## src/rtl/crc16me_pkg.sv

```systemverilog
`timescale 1ns / 1ps

package crc16me_pkg;

    localparam logic [1:0] MODE_REFLECTED = 2'd0;
    localparam logic [1:0] MODE_CCITT     = 2'd1;
    localparam logic [1:0] MODE_VARIANT   = 2'd2;

    localparam logic [15:0] POLY_REFLECTED = 16'hA001;
    localparam logic [15:0] POLY_CCITT     = 16'h1021;
    localparam logic [15:0] POLY_VARIANT   = 16'h8005;

    localparam logic REG_CRC_MODE   = 1'b0;
    localparam logic REG_INIT_VALUE = 1'b1;

    typedef struct packed {
        logic [1:0]  crc_mode;
        logic [15:0] init_value;
    } crc_cfg_t;

    function automatic logic [15:0] crc_reflected(input logic [15:0] crc, input logic [7:0] b);
        logic [15:0] c;
        c = crc ^ {8'h00, b};
        for (int i = 0; i < 8; i++)
        begin
            if (c[0])
                c = (c >> 1) ^ POLY_REFLECTED;
            else
                c = c >> 1;
        end
        return c;
    endfunction

    function automatic logic [15:0] crc_ccitt(input logic [15:0] crc, input logic [7:0] b);
        logic [15:0] c;
        c = crc ^ {b, 8'h00};
        for (int i = 0; i < 8; i++)
        begin
            if (c[15])
                c = (c << 1) ^ POLY_CCITT;
            else
                c = c << 1;
        end
        return c;
    endfunction

    function automatic logic [15:0] crc_variant(input logic [15:0] crc, input logic [7:0] b,
                                                input logic [7:0] prev);
        logic [15:0] c;
        if (crc[15])
            c = (crc << 1) ^ POLY_VARIANT;
        else
            c = crc << 1;
        return c ^ {prev, b};
    endfunction

endpackage

```

## src/rtl/crc16me_apb_regs.sv

```systemverilog
`timescale 1ns / 1ps

module crc16me_apb_regs (
    input  logic                 clk,
    input  logic                 rst_n,
    input  logic                 psel,
    input  logic                 penable,
    input  logic                 pwrite,
    input  logic [2:0]           paddr,
    input  logic [31:0]          pwdata,
    output logic [31:0]          prdata,
    output logic                 pready,
    output crc16me_pkg::crc_cfg_t cfg
);
    import crc16me_pkg::*;

    logic [1:0]  crc_mode_reg;
    logic [15:0] init_value_reg;
    logic        wr_en;
    logic        reg_sel;

    assign pready  = 1'b1;
    assign reg_sel = paddr[2];
    assign wr_en   = psel && penable && pwrite && pready;

    always_ff @(posedge clk or negedge rst_n)
    begin
        if (!rst_n)
        begin
            crc_mode_reg   <= MODE_REFLECTED;
            init_value_reg <= 16'h0000;
        end
        else if (wr_en)
        begin
            unique case (reg_sel)
                REG_CRC_MODE:   crc_mode_reg   <= pwdata[1:0];
                REG_INIT_VALUE: init_value_reg <= pwdata[15:0];
                default:        crc_mode_reg   <= crc_mode_reg;
            endcase
        end
    end

    always_comb
    begin
        unique case (reg_sel)
            REG_CRC_MODE:   prdata = {30'd0, crc_mode_reg};
            REG_INIT_VALUE: prdata = {16'd0, init_value_reg};
            default:        prdata = 32'd0;
        endcase
    end

    assign cfg.crc_mode   = crc_mode_reg;
    assign cfg.init_value = init_value_reg;

endmodule

```

## src/rtl/crc16me_update.sv

```systemverilog
`timescale 1ns / 1ps

module crc16me_update (
    input  logic [1:0]  crc_mode,
    input  logic [15:0] crc_in,
    input  logic [7:0]  byte_in,
    input  logic [7:0]  prev_byte,
    output logic [15:0] crc_out,
    output logic [15:0] crc_final
);
    import crc16me_pkg::*;

    always_comb
    begin
        unique case (crc_mode)
            MODE_CCITT:   crc_out = crc_ccitt(crc_in, byte_in);
            MODE_VARIANT: crc_out = crc_variant(crc_in, byte_in, prev_byte);
            default:      crc_out = crc_reflected(crc_in, byte_in);
        endcase
    end

    // variant mode hands the result out with its bytes swapped
    assign crc_final = (crc_mode == MODE_VARIANT) ? {crc_out[7:0], crc_out[15:8]} : crc_out;

endmodule

```

## src/rtl/crc16_multimode_engine.sv

```systemverilog
`timescale 1ns / 1ps
// a frame's last byte is held in the input stage, then its result in out_data_reg (m_tdata)
// throughput: one byte per cycle unless stalled, set by the loop through the running crc_reg
// a result waiting on m_tready stalls the input only when the next queued byte also ends a frame
// reset (rst_n, asynchronous, active low) empties both stages, clears running crc and
// previous byte to zero and sets crc_mode and init_value to zero
module crc16_multimode_engine (
    input  logic        clk,
    input  logic        rst_n,
    // configuration
    input  logic        psel,
    input  logic        penable,
    input  logic        pwrite,
    input  logic [2:0]  paddr,
    input  logic [31:0] pwdata,
    output logic [31:0] prdata,
    output logic        pready,
    // input stream
    input  logic        s_tvalid,
    output logic        s_tready,
    input  logic [7:0]  s_tdata,    // [7:0] byte_in
    input  logic        s_tuser,    // [0] frame_start
    input  logic        s_tlast,    // frame_last
    // result stream
    output logic        m_tvalid,
    input  logic        m_tready,
    output logic [15:0] m_tdata     // [15:0] crc_result
);
    import crc16me_pkg::*;

    crc_cfg_t    cfg;

    logic        in_valid_reg;
    logic [7:0]  in_byte_reg;
    logic        in_start_reg;
    logic        in_last_reg;

    logic [15:0] crc_reg;
    logic [7:0]  prev_reg;

    logic        out_valid_reg;
    logic [15:0] out_data_reg;

    logic        advance;
    logic        s_accept;
    logic [15:0] base_crc;
    logic [7:0]  base_prev;
    logic [15:0] crc_next;
    logic [15:0] crc_final;

    crc16me_apb_regs u_regs (
        .clk     (clk),
        .rst_n   (rst_n),
        .psel    (psel),
        .penable (penable),
        .pwrite  (pwrite),
        .paddr   (paddr),
        .pwdata  (pwdata),
        .prdata  (prdata),
        .pready  (pready),
        .cfg     (cfg)
    );

    // frame start reloads the crc and forgets the previous byte
    assign base_crc  = in_start_reg ? cfg.init_value : crc_reg;
    assign base_prev = in_start_reg ? 8'h00 : prev_reg;

    crc16me_update u_update (
        .crc_mode  (cfg.crc_mode),
        .crc_in    (base_crc),
        .byte_in   (in_byte_reg),
        .prev_byte (base_prev),
        .crc_out   (crc_next),
        .crc_final (crc_final)
    );

    // a byte that makes no result never waits on the output side
    assign advance  = in_valid_reg && (!in_last_reg || !out_valid_reg || m_tready);
    assign s_tready = !in_valid_reg || advance;
    assign s_accept = s_tvalid && s_tready;

    always_ff @(posedge clk or negedge rst_n)
    begin
        if (!rst_n)
            in_valid_reg <= 1'b0;
        else if (s_tready)
            in_valid_reg <= s_tvalid;
    end

    always_ff @(posedge clk)
    begin
        if (s_accept)
        begin
            in_byte_reg  <= s_tdata;
            in_start_reg <= s_tuser;
            in_last_reg  <= s_tlast;
        end
    end

    always_ff @(posedge clk or negedge rst_n)
    begin
        if (!rst_n)
        begin
            crc_reg  <= 16'h0000;
            prev_reg <= 8'h00;
        end
        else if (advance)
        begin
            crc_reg  <= crc_next;
            prev_reg <= in_byte_reg;
        end
    end

    always_ff @(posedge clk or negedge rst_n)
    begin
        if (!rst_n)
            out_valid_reg <= 1'b0;
        else if (advance && in_last_reg)
            out_valid_reg <= 1'b1;
        else if (m_tready)
            out_valid_reg <= 1'b0;
    end

    always_ff @(posedge clk)
    begin
        if (advance && in_last_reg)
            out_data_reg <= crc_final;
    end

    assign m_tvalid = out_valid_reg;
    assign m_tdata  = out_data_reg;

    // input stage only refuses a request while it holds a byte
    a_ready_low_means_full: assert property (@(posedge clk) disable iff (!rst_n)
        !s_tready |-> in_valid_reg)
        else $error("input stage refused a request while empty");

    // a frame end always lands in the result register
    a_last_gives_result: assert property (@(posedge clk) disable iff (!rst_n)
        (advance && in_last_reg) |=> m_tvalid)
        else $error("frame end did not produce a result");

    // a waiting result is never overwritten
    a_no_overwrite: assert property (@(posedge clk) disable iff (!rst_n)
        (out_valid_reg && !m_tready) |-> !(advance && in_last_reg))
        else $error("pending result overwritten");

endmodule
```

## config.mk

```make
export PLATFORM = sky130hd
export DESIGN_NAME = crc16_multimode_engine
export DESIGN_NICKNAME = d
export VERILOG_FILES = /design/src/rtl/crc16me_pkg.sv /design/src/rtl/crc16me_apb_regs.sv /design/src/rtl/crc16me_update.sv /design/src/rtl/crc16_multimode_engine.sv
export SDC_FILE = /design/constraint.sdc
export NUM_CORES = 1
export LEC_CHECK = 0
export BUFFER_PORTS_ARGS = -buffer_cell sky130_fd_sc_hd__buf_4
export CAP_MARGIN = 20
export CORE_MARGIN = 2
export CORE_UTILIZATION = 55
export DETAILED_ROUTE_END_ITERATION = 10
export GPL_ROUTABILITY_DRIVEN = 0
export PLACE_DENSITY = 0.88
export SYNTH_ARGS = -nofsm -noshare
export SYNTH_HDL_FRONTEND = slang
export SYNTH_SLANG_ARGS = --single-unit
```

## constraint.sdc

```tcl
create_clock -name clk -period 3.5 [get_ports clk]
set_clock_uncertainty 0.2 [all_clocks]
set_input_delay 0.175 -clock clk [delete_from_list [all_inputs] [get_ports clk]]
set_output_delay 0.175 -clock clk [all_outputs]
set_load 0.005 [all_outputs]
```

==> Word-level counts from Yosys, hierarchy flattened <==
Cells that the tools add are included.
{ "word_totals": {"reg_bits": 70, "latch_bits": 0, "mem_bits_rw": 0, "rom_bits": 0, "in_bits": 52, "output_inout_bits": 51, "elab_cells": 87, "mem_count": 0} }
{ "classes": {"n_addsub": 0, "n_mul": 0, "div": 0, "order_cmp": 0, "eq_ne": 2, "shifts": 0, "n_mux": 39, "n_bitwise": 21, "n_reduce_logical": 15} }
{ "op_table": {"columns": ["op", "count"], "rows": [
  ["$mux W16", 26],
  ["$mux W13", 8],
  ["$pmux W32 S2", 1],
  ["$pmux W16 S2", 1],
  ["$xor A16 B16 Y16", 2],
  ["$not A3 Y3", 9],
  ["$not A2 Y3", 8],
  ["$xor A16 B8 Y16", 1],
  ["$mux W8", 1],
  ["$logic_and A1 B1 Y1", 5],
  ["$reduce_and A2 Y1", 2],
  ["$logic_not A1 Y1", 3],
  ["$logic_or A1 B1 Y1", 3],
  ["$eq A2 B1 Y1 const B", 1],
  ["$eq A2 B2 Y1 const B", 1],
  ["$mux W1", 2],
  ["$reduce_bool A2 Y1", 1],
  ["$reduce_or A2 Y1", 1],
  ["$not A1 Y1", 1]
]} }

==> Logic depth before layout (Yosys ltp) <==
{ "depth": {"word_depth": 27, "depth_mapped": 9, "ltp_nobuf": 7} }

==> Hierarchy <==
A second synthesis with hierarchy kept.
{ "unflattened": {"hier_cells": 446, "hier_area_um2": 5009.8} }
{ "by_module_without_submodules": {"columns": ["module", "instances", "cells_each", "area_each_um2", "seq_area_each_um2"], "rows": [
  ["crc16_multimode_engine", 1, 200, 2573.7, 1431.4],
  ["crc16me_update", 1, 170, 1443.9, 0.0],
  ["crc16me_apb_regs", 1, 76, 992.2, 450.4]
]} }

==> Least setup slack after synthesis <==
Ideal clock, no wire load.
{ "synth_path": {"path_type": "flip-flop to flip-flop", "start": "reg in_start_reg", "end": "reg out_data_reg[1] (netlist: m_tdata[1]), data pin", "setup_time_ns": 0.260, "arrival_ns": 2.053, "t_required_ns": 3.040, "setup_slack_ns": 0.987, "path_stages_with_launch": 9, "path_buffers": 3, "path_cell_list": "edfxtp_1 > buf_6 > buf_2 > clkbuf_1 > mux2i_1 > xnor2_1 > xnor2_1 > a21oi_1 > mux2_2"} }
{ "synth_between": {"elab_chain_len": 21, "word_cells_on_any_way": 45, "cone_classes": "mux: 36; bitwise: 9"} }
{ "synth_lines": {"columns": ["item", "line_no", "rtl"], "rows": [
  ["start, declared", "crc16_multimode_engine.sv:35", "logic in_start_reg;"],
  ["start signal, assigned", "crc16_multimode_engine.sv:95", "in_start_reg <= s_tuser;"],
  ["$mux W16", "crc16_multimode_engine.sv:65", "assign base_crc = in_start_reg ? cfg.init_value : crc_reg;"],
  ["$xor A16 B8 Y16", "crc16me_pkg.sv:23", "c = crc ^ {8'h00, b};"],
  ["$not A2 Y3 (no line)", null, null],
  ["$mux W16", "crc16me_pkg.sv:26", "if (c[0])"],
  ["$mux W16", "crc16me_update.sv:15", "unique case (crc_mode)"],
  ["$mux W16", "crc16me_pkg.sv:26", null],
  ["$mux W16", "crc16me_update.sv:15", null],
  ["$mux W16", "crc16me_pkg.sv:26", null],
  ["[... 6 more ...]", null, null],
  ["$mux W16", "crc16me_pkg.sv:26", null],
  ["$mux W16", "crc16me_update.sv:15", null],
  ["$mux W16", "crc16me_pkg.sv:26", null],
  ["$mux W16", "crc16me_update.sv:15", null],
  ["$mux W16", "crc16me_pkg.sv:26", null],
  ["$pmux W16 S2 *", "crc16me_update.sv:15", null],
  ["$mux W16 *", "crc16me_update.sv:23", "assign crc_final = (crc_mode == MODE_VARIANT) ? {crc_out[7:0], crc_out[15:8]} : crc_out;"],
  ["named net crc_final[1]", "crc16_multimode_engine.sv:49", "logic [15:0] crc_final;"],
  ["end signal, assigned", "crc16_multimode_engine.sv:127", "out_data_reg <= crc_final;"],
  ["end, declared", "crc16_multimode_engine.sv:42", "logic [15:0] out_data_reg;"]
]} }
The timed path passes the listed nets; every way through them passes the cells marked *. The select of a mux whose other input is x is not followed.
A chain may end at the register's enable or synchronous reset.

==> Worst setup path in the final report <==
{ "layout_path": {"start": "reg in_start_reg", "end": "reg out_data_reg[15] (netlist: m_tdata[15]), data pin"} }
{ "layout_between": {"elab_chain_len": 20, "word_cells_on_any_way": 51, "cone_classes": "mux: 36; bitwise: 15"} }
{ "layout_lines": {"columns": ["item", "line_no"], "rows": [
  ["$mux W16", "crc16_multimode_engine.sv:65"],
  ["$xor A16 B8 Y16 or $xor A16 B16 Y16 (tied branches)", "crc16me_pkg.sv:23, crc16me_pkg.sv:36"],
  ["$mux W16, or another cell as far along", "crc16me_pkg.sv:26"],
  ["$mux W16 (on tied branches)", "crc16me_update.sv:15, crc16me_pkg.sv:26"],
  ["$mux W16, or another cell as far along", "crc16me_pkg.sv:26"],
  ["$mux W16 (on tied branches)", "crc16me_update.sv:15, crc16me_pkg.sv:26"],
  ["$mux W16, or another cell as far along", "crc16me_pkg.sv:26"],
  ["$mux W16 (on tied branches)", "crc16me_update.sv:15, crc16me_pkg.sv:26"],
  ["[... 5 more ...]", null],
  ["$mux W16, or another cell as far along", "crc16me_update.sv:15"],
  ["$not A2 Y3 (no line) or $mux W16 (tied branches)", null],
  ["$mux W16 or $mux W13 (tied branches)", "crc16me_pkg.sv:26, crc16me_pkg.sv:39"],
  ["$mux W16", "crc16me_update.sv:15"],
  ["$mux W16 or $mux W13 (tied branches)", "crc16me_pkg.sv:26, crc16me_pkg.sv:39"],
  ["$pmux W16 S2 *", "crc16me_update.sv:15"],
  ["$mux W16 *", "crc16me_update.sv:23"],
  ["named net crc_final[15]", "crc16_multimode_engine.sv:49"]
]} }
Marks and branches as above.

==> metrics.md <==
| Metric | Value |
|---|---|
| Io pins | `103` |
| CP required | `3.39 ns` |
| Initial Util | `55.8%` |
| Top cells by area, synth | `dfrtp_1 (24%), edfxtp_1 (17%), xnor2_1 (8.7%)` |
| Reg-to-Reg Start | `in_start_reg` |
| Port Buffers | `67` |
| Setup crit start kind | `flip-flop` |
| Clk Latency, worst-skew pair | `approximately 0.36 ns` |
| Iter 0 DRT Violations | `389` |
| Tmin final | `3.04 ns` |
| Hold Fails Final Rpt | `0` |
| Most used DFF post-synth | `dfrtp_1` |
| Post-DR wirelength/cell | `18.5 um` |
| Worst Hold Depth | `3` |
| Synth cell types | `48` |
| Max Fclk | `0.329 GHz` |
| Lkg Pwr | `2.51 nW` |
| First-pass GRT wire length | `18200 um` |
| Post-synth top area share | `24.4%` |
| Flops & latches, synth | `70` |
| HP Start | `penable` |
| CP Max Fanout | `23` |
| CTS buffer count | `9` |
| Final nets | `567` |
| 1st-pass router iterations | `5` |
| Syn avg cell area | `about 11 um^2` |
| Slew Limit Fails | `0` |
| CTS tree | `built` |
| Hold crit path type | `in2reg` |
| Layout cells sized above 1 | `23.6%` |
| FF-to-FF setup slack | `approximately 0.46 ns` |
| Reg2reg path depth | `7` |
| Most frequent cell after synthesis | `nand2_1` |
| Placed cell count | `578` |
| Post-route insts no fill | `between 600 and 700` |
| Final TNS setup | `0 ns` |
| Clock tree sinks | `70` |
| # setup viols final | `0` |
| Worst path arrival time | `2.93 ns` |
| RSZ-0062 raised after global routing | `no` |
| Cts repair resizes | `0` |
| Final Cycle Share | `86.8%` |
| Post-CTS setup buffers | `0` |
| Row count | `33` |
| Synthesis-to-finish area growth | `23.7%` |
| Outcome | `complete, no violations` |
| Die footprint | `between 8000 and 9000 um^2` |
| Synth cell count leaders | `nand2_1 (61), xnor2_1 (45), dfrtp_1 (44)` |
| Number of fillers in the final layout | `~580` |
| Slew @ Worst Pin | `0.867 ns` |
| Cell taking the most area after synthesis | `dfrtp_1` |
| HPWL Detailed | `7570 um` |
| Die Height | `approximately 95 um` |
| Reg2reg end | `m_tdata[15]` |
| Crit. End Element | `flip-flop` |
| H-Tree Depth | `3` |
| Vias/cell | `5.76` |
| Number of global-route vias before repair | `3507` |
| ANT cells | `0` |
| Gr usage total | `a little over a quarter` |
| Deepest clock path buffer count | `2` |
| Max-Cap Viols | `0` |
| Post-synthesis cell area | `4520 um^2` |
| Hold_buf cts | `29` |
| Total gr overflow | `0` |
| Worst ir drop on vdd | `between 300 and 400 uV` |
| Drt drc | `0` |
| Vias | `3591` |
| Worst-path clk slew | `about 0.080 ns` |
| CORE AREA | `between 8000 and 9000 um^2` |
| Pwr per Cell Area | `802 nW/um^2` |
| DRT Wirelength | `approximately 12000 um` |
| Synth Warn # | `0` |
| Die width | `94.6 um` |
| Asr flop ratio synth | `62.9%` |
| Post-synthesis sequential area ratio | `41.6%` |
| Largest net degree at the start of global routing | `45` |
| Post-synth EDFFs | `26` |
| Relative slew slack | `42.0%` |
| Remaining antenna violation count after routing | `0` |
| CTS root buffer | `clkbuf_8` |
| Initial antenna violation count | `0` |
| Crit Path Class | `reg2reg` |
| Cells after Synth | `roughly 430` |
| Worst hold endpoint | `u_regs.crc_mode_reg[0]` |
## layout by cell type, fill, tap and decap left out, types with 3 or more instances in the layout
| master | Yosys | routed |
|---|---|---|
| dfrtp_1 | 44 | 44 |
| edfxtp_1 | 26 | 26 |
| o22ai_1 | 3 | 3 |
| o21ai_0 | 26 | 26 |
| nand2_1 | 61 | 61 |
| a32oi_1 | 3 | 3 |
| xor2_1 | 15 | 15 |
| conb_1 | 2 | 17 |
| mux2i_1 | 23 | 23 |
| xnor3_1 | 10 | 10 |
| buf_4 | 17 | 73 |
| nand4_1 | 5 | 5 |
| and2_1 | 16 | 16 |
| o221ai_1 | 5 | 5 |
| a221oi_1 | 7 | 7 |
| inv_1 | 7 | 7 |
| a21oi_1 | 13 | 13 |
| nand3_1 | 5 | 5 |
| clkbuf_8 | 0 | 10 |
| xnor2_1 | 45 | 45 |
| mux2_2 | 25 | 25 |
| dlygate4sd3_1 | 0 | 29 |
| nor2_1 | 12 | 12 |
## stage by stage
step	setup slack (ns)	total power [mW]	hold WS [ns]	area [um^2]	utilization, %
floorplan	0.987	2.96	-0.321	4580	-
CTS	0.514	4.41	0.0223	5590	69.1
finish	0.464	4.48	0.0371	5590	69.1
global route	0.302	4.73	0.0289	5590	69.1
detailed placement	0.529	3.55	0.0106	5040	62.3
global placement	0.602	3.46	-0.00114	5040	62.3
## cell families after synthesis
family	synth area share, %
DFF	41.6
muxes	11.8
and+or+nand+nor	10.8
buffers and inverters	5.79
other	0.166
AOI/OAI and AO/OA	9.97
adders and majority gates	0.554
xor gates and xnor gates	19.3
## worst max-delay path, stage by stage (launching register included)
cell and delay, ns:
edfxtp_1 0.47, buf_12 0.23, buf_4 0.24, mux2i_1 0.46
xnor3_2 0.47, xnor3_1 0.27, o21ai_0 0.30, o21ai_0 0.14
## layout make-up
type	instances	area, um^2	area share, %
Sequential cell	70	1880	33.7
Clock inverter	4	71.3	1.28
Timing Repair Buffer	103	858	15.4
Multi-Input combinational cell	322	2430	43.5
Clock buffer	12	188	3.36
Tap cell	105	131	2.35
Inverter	7	26.3	0.470
## per-layer routing
metal / vias up / GRT usage [%] / wire [um]
met2: 196 / 46.1 / 5950
li1: 1626 / - / -
met5: - / 0 / 0
met1: 1733 / 33.6 / 4380
met3: 36 / 7.02 / 793
met4: 0 / 10.9 / 409
## worst max path at each step
stage | from | to
after global routing | in_start_reg | m_tdata[7]
after floorplan | in_start_reg | m_tdata[1]
after CTS | in_start_reg | m_tdata[15]
after global placement | in_start_reg | m_tdata[15]
final | in_start_reg | m_tdata[15]
after detailed placement | in_start_reg | m_tdata[15]
## report_power, final
group          leakage [nW]  switching, mW  internal [mW]
registers             0.785          0.219           1.11
logic                  1.59           1.20           1.14
clock network         0.133          0.310          0.506
total                  2.51           1.73           2.76
Power figures use the tool's default switching activity.
